$ cat src/hdl/bcc_pkg.sv
// package for the button click classifier: mode encoding, register indexes,
// reset values, stream widths and the config/result structs
// no dependencies

package bcc_pkg;

   localparam int TIME_BITS_DEFAULT = 32;
   localparam int NOW_BITS          = 32;
   localparam int DELAY_BITS        = 16;
   localparam int COUNT_BITS        = 8;
   localparam int MODE_BITS         = 3;
   localparam int CSR_INDEX_BITS    = 2;

   localparam int REQ_TDATA_BITS = 40;   // 1 + 32 packed, padded to bytes
   localparam int RSP_TDATA_BITS = 24;   // 17 packed, padded to bytes

   localparam logic [COUNT_BITS-1:0] CLICK_MAX = COUNT_BITS'(255);

   localparam logic                  ACTIVE_LEVEL_RESET = 1'b0;
   localparam logic [DELAY_BITS-1:0] DEBOUNCE_RESET     = DELAY_BITS'(50);
   localparam logic [DELAY_BITS-1:0] CLICK_WINDOW_RESET = DELAY_BITS'(300);
   localparam logic [DELAY_BITS-1:0] LONG_PRESS_RESET   = DELAY_BITS'(1000);

   localparam logic [CSR_INDEX_BITS-1:0] CSR_ACTIVE_LEVEL = 2'd0;
   localparam logic [CSR_INDEX_BITS-1:0] CSR_DEBOUNCE     = 2'd1;
   localparam logic [CSR_INDEX_BITS-1:0] CSR_CLICK_WINDOW = 2'd2;
   localparam logic [CSR_INDEX_BITS-1:0] CSR_LONG_PRESS   = 2'd3;

   typedef enum logic [MODE_BITS-1:0] {
      MODE_IDLE       = 3'd0,
      MODE_DEBOUNCING = 3'd1,
      MODE_PRESSED    = 3'd2,
      MODE_CLICKED    = 3'd3,
      MODE_RELEASED   = 3'd4,
      MODE_LONG       = 3'd5
   } bcc_mode_type;

   typedef struct packed {
      logic                  active_level;
      logic [DELAY_BITS-1:0] debounce_ms;
      logic [DELAY_BITS-1:0] click_window_ms;
      logic [DELAY_BITS-1:0] long_press_ms;
   } bcc_cfg_type;

   typedef struct packed {
      logic [MODE_BITS-1:0]  mode_code;
      logic                  held_now;
      logic                  long_release_event;
      logic                  long_press_event;
      logic                  release_event;
      logic                  press_event;
      logic [COUNT_BITS-1:0] click_total;
      logic                  click_event;
   } bcc_result_type;

endpackage

$ cat src/hdl/bcc_csr.sv
// configuration registers of the button click classifier
// depends on bcc_pkg

module bcc_csr
   import bcc_pkg::*;
(
   input  logic                      clock,
   input  logic                      reset,
   input  logic                      csr_valid,
   output logic                      csr_ready,
   input  logic [CSR_INDEX_BITS-1:0] csr_index,
   input  logic [DELAY_BITS-1:0]     csr_data,
   output bcc_cfg_type               cfg
);

   bcc_cfg_type cfg_ff;
   bcc_cfg_type cfg_in;

   assign csr_ready = 1'b1;
   assign cfg       = cfg_ff;

   always_comb begin
      cfg_in = cfg_ff;
      if (csr_valid) begin
         case (csr_index)
            CSR_ACTIVE_LEVEL: cfg_in.active_level    = csr_data[0];
            CSR_DEBOUNCE:     cfg_in.debounce_ms     = csr_data;
            CSR_CLICK_WINDOW: cfg_in.click_window_ms = csr_data;
            CSR_LONG_PRESS:   cfg_in.long_press_ms   = csr_data;
            default:          cfg_in = cfg_ff;
         endcase
      end
   end

   always_ff @(posedge clock) begin
      if (reset) begin
         cfg_ff.active_level    <= ACTIVE_LEVEL_RESET;
         cfg_ff.debounce_ms     <= DEBOUNCE_RESET;
         cfg_ff.click_window_ms <= CLICK_WINDOW_RESET;
         cfg_ff.long_press_ms   <= LONG_PRESS_RESET;
      end else begin
         cfg_ff <= cfg_in;
      end
   end

endmodule

$ cat src/hdl/bcc_core.sv
// button state machine: debounce, click counting and long press detection,
// updates its state on advance and gives the result of that poll
// depends on bcc_pkg

module bcc_core
   import bcc_pkg::*;
#(
   parameter int TIME_BITS = TIME_BITS_DEFAULT
) (
   input  logic                 clock,
   input  logic                 reset,
   input  logic                 advance,
   input  logic                 pin_level,
   input  logic [TIME_BITS-1:0] now_ms,
   input  bcc_cfg_type          cfg,
   output bcc_result_type       result
);

   bcc_mode_type          mode_ff, mode_in;
   logic [COUNT_BITS-1:0] click_counter_ff, click_counter_in;
   logic [TIME_BITS-1:0]  debounce_start_ff, debounce_start_in;
   logic [TIME_BITS-1:0]  press_start_ff, press_start_in;
   logic [TIME_BITS-1:0]  last_click_ff, last_click_in;

   logic                  down;
   logic                  debounce_passed;
   logic                  window_passed;
   logic                  long_passed;
   logic                  entered;

   assign down = (pin_level == cfg.active_level);

   // wrapping elapsed time, strictly greater than the delay
   assign debounce_passed = (now_ms - debounce_start_ff) > TIME_BITS'(cfg.debounce_ms);
   assign window_passed   = (now_ms - last_click_ff) > TIME_BITS'(cfg.click_window_ms);
   assign long_passed     = (now_ms - press_start_ff) > TIME_BITS'(cfg.long_press_ms);

   // next state
   always_comb begin
      mode_in           = mode_ff;
      click_counter_in  = click_counter_ff;
      debounce_start_in = debounce_start_ff;
      press_start_in    = press_start_ff;
      last_click_in     = last_click_ff;
      case (mode_ff)
         MODE_IDLE: begin
            if (down) begin
               debounce_start_in = now_ms;
               mode_in           = MODE_DEBOUNCING;
            end
         end
         MODE_DEBOUNCING: begin
            if (debounce_passed) begin
               if (down) begin
                  press_start_in = now_ms;
                  mode_in        = MODE_PRESSED;
               end else begin
                  mode_in = MODE_IDLE;
               end
            end
         end
         MODE_PRESSED: begin
            if (!down) begin
               // window runs from the first click of a series
               if (window_passed) begin
                  click_counter_in = COUNT_BITS'(1);
                  last_click_in    = now_ms;
               end else if (click_counter_ff < CLICK_MAX) begin
                  click_counter_in = click_counter_ff + COUNT_BITS'(1);
               end
               mode_in = MODE_CLICKED;
            end else if (long_passed) begin
               mode_in = MODE_LONG;
            end
         end
         MODE_CLICKED:  mode_in = MODE_RELEASED;
         MODE_RELEASED: mode_in = MODE_IDLE;
         MODE_LONG: begin
            if (!down) begin
               press_start_in = '0;
               mode_in        = MODE_RELEASED;
            end
         end
         default: mode_in = MODE_IDLE;
      endcase
   end

   // event flags from the updated state
   always_comb begin
      entered                   = (mode_in != mode_ff);
      result.click_event        = (mode_in == MODE_CLICKED);
      result.click_total        = (mode_in == MODE_CLICKED) ? click_counter_in : '0;
      result.press_event        = (mode_in == MODE_PRESSED) && entered;
      result.release_event      = (mode_in == MODE_RELEASED);
      result.long_press_event   = (mode_in == MODE_LONG) && entered;
      result.long_release_event = (mode_in == MODE_RELEASED) && (press_start_in == '0);
      result.held_now           = (mode_in == MODE_PRESSED);
      result.mode_code          = mode_in;
   end

   always_ff @(posedge clock) begin
      if (reset) begin
         mode_ff           <= MODE_IDLE;
         click_counter_ff  <= '0;
         debounce_start_ff <= '0;
         press_start_ff    <= '0;
         last_click_ff     <= '0;
      end else if (advance) begin
         mode_ff           <= mode_in;
         click_counter_ff  <= click_counter_in;
         debounce_start_ff <= debounce_start_in;
         press_start_ff    <= press_start_in;
         last_click_ff     <= last_click_in;
      end
   end

endmodule

$ cat src/hdl/button_click_classifier.sv
// button click classifier top level: input register, state machine, result register
// an accepted poll waits in the input register, and its result is then taken into the
// result register, from which it is offered on rsp
// throughput: one poll per cycle; the input register is only held while the
// result register is full and rsp_tready is low
// reset: synchronous, active high; clears both registers' valid, the state
// machine to idle and the timers and count to zero; config to its defaults
// depends on bcc_pkg, bcc_csr, bcc_core

module button_click_classifier
   import bcc_pkg::*;
#(
   parameter int TIME_BITS = TIME_BITS_DEFAULT
) (
   input  logic                      clock,
   input  logic                      reset,
   input  logic                      req_tvalid,
   output logic                      req_tready,
   input  logic [REQ_TDATA_BITS-1:0] req_tdata,   // pin_level, now_ms
   output logic                      rsp_tvalid,
   input  logic                      rsp_tready,
   // click_event, click_total, press_event, release_event, long_press_event,
   // long_release_event, held_now, mode_code
   output logic [RSP_TDATA_BITS-1:0] rsp_tdata,
   input  logic                      csr_valid,
   output logic                      csr_ready,
   input  logic [CSR_INDEX_BITS-1:0] csr_index,
   input  logic [DELAY_BITS-1:0]     csr_data
);

   bcc_cfg_type          cfg;
   bcc_result_type       result;

   logic                 in_valid_ff, in_valid_in;
   logic                 in_pin_ff;
   logic [NOW_BITS-1:0]  in_now_ff;
   logic [TIME_BITS-1:0] now_time;
   logic                 rsp_valid_ff, rsp_valid_in;
   bcc_result_type       rsp_data_ff;
   logic                 advance;
   logic                 req_fire;

   bcc_csr u_csr (
      .clock     (clock),
      .reset     (reset),
      .csr_valid (csr_valid),
      .csr_ready (csr_ready),
      .csr_index (csr_index),
      .csr_data  (csr_data),
      .cfg       (cfg)
   );

   // timestamps live modulo 2^TIME_BITS
   generate
      if (TIME_BITS <= NOW_BITS) begin : g_now_trunc
         assign now_time = in_now_ff[TIME_BITS-1:0];
      end else begin : g_now_ext
         assign now_time = {{(TIME_BITS-NOW_BITS){1'b0}}, in_now_ff};
      end
   endgenerate

   bcc_core #(
      .TIME_BITS (TIME_BITS)
   ) u_core (
      .clock     (clock),
      .reset     (reset),
      .advance   (advance),
      .pin_level (in_pin_ff),
      .now_ms    (now_time),
      .cfg       (cfg),
      .result    (result)
   );

   assign advance      = in_valid_ff && (!rsp_valid_ff || rsp_tready);
   assign req_tready   = !in_valid_ff || advance;
   assign req_fire     = req_tvalid && req_tready;
   assign in_valid_in  = req_fire || (in_valid_ff && !advance);
   assign rsp_valid_in = advance || (rsp_valid_ff && !rsp_tready);

   always_ff @(posedge clock) begin
      if (reset) begin
         in_valid_ff  <= 1'b0;
         rsp_valid_ff <= 1'b0;
      end else begin
         in_valid_ff  <= in_valid_in;
         rsp_valid_ff <= rsp_valid_in;
      end
   end

   always_ff @(posedge clock) begin
      if (req_fire) begin
         in_pin_ff <= req_tdata[0];
         in_now_ff <= req_tdata[NOW_BITS:1];
      end
      if (advance) begin
         rsp_data_ff <= result;
      end
   end

   assign rsp_tvalid = rsp_valid_ff;
   assign rsp_tdata  = {{(RSP_TDATA_BITS-$bits(bcc_result_type)){1'b0}}, rsp_data_ff};

endmodule

$ cat config.mk
export PLATFORM = sky130hd
export DESIGN_NAME = button_click_classifier
export DESIGN_NICKNAME = d
export VERILOG_FILES = /design/src/hdl/bcc_pkg.sv /design/src/hdl/bcc_csr.sv /design/src/hdl/bcc_core.sv /design/src/hdl/button_click_classifier.sv
export SDC_FILE = /design/constraint.sdc
export NUM_CORES = 1
export LEC_CHECK = 0
export BUFFER_PORTS_ARGS = -buffer_cell sky130_fd_sc_hd__buf_2
export CAP_MARGIN = 20
export CORE_ASPECT_RATIO = 1.2
export CORE_MARGIN = 1
export CORE_UTILIZATION = 63
export DETAILED_ROUTE_END_ITERATION = 16
export PLACE_DENSITY = 0.82
export SLEW_MARGIN = 20
export SYNTH_ARGS = -nofsm -noshare
export SYNTH_HDL_FRONTEND = slang
export SYNTH_HIERARCHICAL = 1
export SYNTH_SLANG_ARGS = --single-unit
$ cat constraint.sdc
create_clock -name clock -period 6.23 [get_ports clock]
set_input_delay 0.623 -clock clock [delete_from_list [all_inputs] [get_ports clock]]
set_output_delay 0.623 -clock clock [all_outputs]
set_load 0.1 [all_outputs]
==> impl_metrics.tcl <==
set metrics [dict create \
    synth_fa_ha_area_share_pct 12.0 \
    ios 90 \
    maxCapViolations 0 \
    core.rowCount 62 \
    synth_compound_area_share_pct 21.7 \
    power_density_nw_per_um2 225 \
    tightestPinTransition_ps 860 \
    placed_cells 2139 \
    drtIter0Drc 1190 \
    synth-edff-count 50 \
    syn_to_final_growth_pct 7.08 \
    syn_avg_cell_area_um2 8.41 \
    yosysWarningCount 6 \
    synth_cell_types 102 \
    grt_pass1_vias 13064 \
    grt_pass1_wl_mm 66.1 \
    worstPathArrival_ps 6000 \
    cts_sinks 208 \
    track_usage_pct 33.3 \
    antenna_found_initial 1 \
    stdcell_count 2180 \
    final_nets 2051 \
    ir_drop_v 0.000272 \
    crit_path_max_fanout 32 \
    hpwl_mm 30.7 \
    core-area_um2 23900 \
    fin_crit_sh_pct 89.9 \
    synth_flop_cell "dfxtp_1" \
    clk_pin_slew_worst_paths_ps 60 \
    setup_slack_ps 632 \
    die_w_um 144 \
    whs_ps 287 \
    cp-end-kind "flip-flop" \
    die_area_um2 25000 \
    routed_via_density 6.33 \
    synth_top_family_by_area "compound AO/OA/AOI/OAI gates" \
    synth-simple-area-share_pct 20.3 \
    status "finished clean" \
    ant_nets 0 \
    grt_max_degree 102 \
    layout-drive-gt1-share_pct 8.88 \
    start_util_pct 64.2 \
    synth-xor-area-share_pct 3.83 \
    hold_class "input pin to flip-flop" \
    wirelength_mm 41.8 \
    htreeDepth 1 \
    finalHoldViolations 0 \
    muxShareOfSynthArea_pct 3.85 \
    pre_cts_ws_ps 768 \
    routabilityCongestion 0.948 \
    cts_tree "built" \
    cts_root_buf "clkbuf_16" \
    cts_max_path_buffers 3 \
    dr.pass1.iters 6 \
    fmax_ghz 0.179 \
    path_class "flip-flop to flip-flop" \
    cts_buffers 22 \
    min_period_ps 5600 \
    ys_seq_elements 208 \
    fin_area_um2 16400 \
    skew_ps 11.0 \
    layout_common_cells "inv_1, nand2_1, a21oi_1, dfxtp_1, ha_1" \
    grt_overflow 0 \
    crit_required_ps 6630 \
    synth_cells 1825 \
    post_cts_resize_count 0 \
    synthArstFlopShare_pct 0 \
    setup_viol 0 \
    rsz0062_at_grt "no" \
    p_leak_uw 0.00636 \
    place_area_um2 15700 \
    final_common_cell "inv_1" \
    fin_setup_tns_ps 0 \
    slew_headroom_pct 42.6 \
    holdBufCountCts 0 \
    chipHeight_um 173 \
    netlist_area_um2 15300 \
    wire_per_inst_um 19.2 \
    seq_area_frac_synth_pct 30.4 \
    insertion_delay_ps 510 \
    num_vias 13806 \
    io_buffers 74 \
    start_kind "flip-flop" \
    cts_setup_buffers 0 \
    drc_errors 0 \
    slew_viol_final 0 \
]
[layer usage]
layer | wire, um | part of all wire [%] | global-route usage [%] | up-vias
li1 | - | - | - | 6612
met1 | 17100 | 41 | 42.9 | 6534
met2 | 20200 | 48 | 55.5 | 547
met3 | 2790 | 6.7 | 4.29 | 113
met4 | 1700 | 4.1 | 14.5 | 0
met5 | 0 | 0 | 0 | -
[flip-flops by register name (all words and copies together) (netlist names)]
signal                    cells
in_valid_ff                   1
rsp_tdata                    17
in_now_ff                    32
u_core/mode_ff                3
u_core/click_counter_ff       8
u_core/last_click_ff         32
u_csr/cfg                    49
u_core/debounce_start_ff     32
rsp_tvalid                    1
in_pin_ff                     1
u_core/press_start_ff        32
[Yosys cell counts (all sizes together), types with 15 or more instances]
| cell | count | area (um^2) |
|---|---|---|
| a21oi | 165 | 841 |
| xnor2 | 39 | 342 |
| o21ai | 71 | 359 |
| o211ai | 23 | 173 |
| and2 | 20 | 129 |
| o31ai | 32 | 260 |
| a22o | 32 | 280 |
| and3 | 15 | 93.8 |
| nand2 | 164 | 621 |
| a211oi | 23 | 183 |
| dfxtp | 158 | 3160 |
| nor4 | 24 | 163 |
| nand3 | 44 | 225 |
| buf | 50 | 385 |
| edfxtp | 50 | 1500 |
| a21o | 29 | 218 |
| clkbuf | 50 | 198 |
| xor2 | 28 | 245 |
| nand2b | 69 | 432 |
| nor3 | 18 | 90.1 |
| mux2i | 59 | 591 |
| o21a | 18 | 135 |
| nand4b | 32 | 280 |
| nor2 | 106 | 400 |
| nand4 | 41 | 278 |
| inv | 168 | 631 |
| ha | 142 | 1780 |
[worst max-delay path, stage by stage (launching register included)]
cell	delay (ps)
edfxtp_1	590
ha_1	470
o211ai_1	100
a21oi_1	440
o211a_1	300
nand2b_1	160
xor2_1	170
ha_1	280
nand4_1	190
a21oi_1	100
a211oi_1	420
o221ai_1	300
a2111oi_4	260
nand4_1	180
nor4_2	650
or3_4	290
nor2_2	50
buf_4	240
a22o_1	280
[kinds of logic after synthesis]
family / count (synthesis)
AO/OA/AOI/OAI: 491
XOR/XNOR: 67
multiplexers: 59
buffers and inverters: 269
flip-flops: 208
other: 2
adder cells (fa/ha/maj): 145
AND/OR/NAND/NOR: 584
[cell type report]
| type | instances | area [um^2] |
|---|---|---|
| tap | 320 | 400 |
| multi-input combinational | 1354 | 9480 |
| fill | 2020 | 7470 |
| timing repair buffer | 88 | 490 |
| sequential | 208 | 4660 |
| clock buffer | 33 | 663 |
| antenna | 1 | 2.50 |
| inverter | 169 | 634 |
| clock inverter | 7 | 86.3 |
[through the flow]
stage | total power (uW) | util, %
final | 3690 | 68.7
after global routing | 3850 | 68.7
after CTS | 3690 | 68.7
after detailed placement | 2340 | 65.6
after global placement | 2320 | 65.6
after floorplan | 2150 | -
[path summary, 6_finish.rpt]
check	end	startpoint	slack, ps	cells after the start
setup / recovery	u_core/press_start_ff[31]$_SDFFE_PP0P_	in_now_ff[2]$_DFFE_PP_	630	18
hold / removal	in_now_ff[18]$_DFFE_PP_	req_tdata[19]	290	1
setup reg to reg	u_core/press_start_ff[31]$_SDFFE_PP0P_	in_now_ff[2]$_DFFE_PP_	630	18
hold reg to reg	u_core/debounce_start_ff[21]$_SDFFE_PP0P_	u_core/debounce_start_ff[21]$_SDFFE_PP0P_	450	2
[report_power, final]
part | internal, uW | leakage, uW | switching [uW]
Combinational | 316 | 0.00424 | 546
Sequential | 1430 | 0.00176 | 50.7
Clock | 816 | 0.000369 | 539
(Power assumes the default switching activity.)
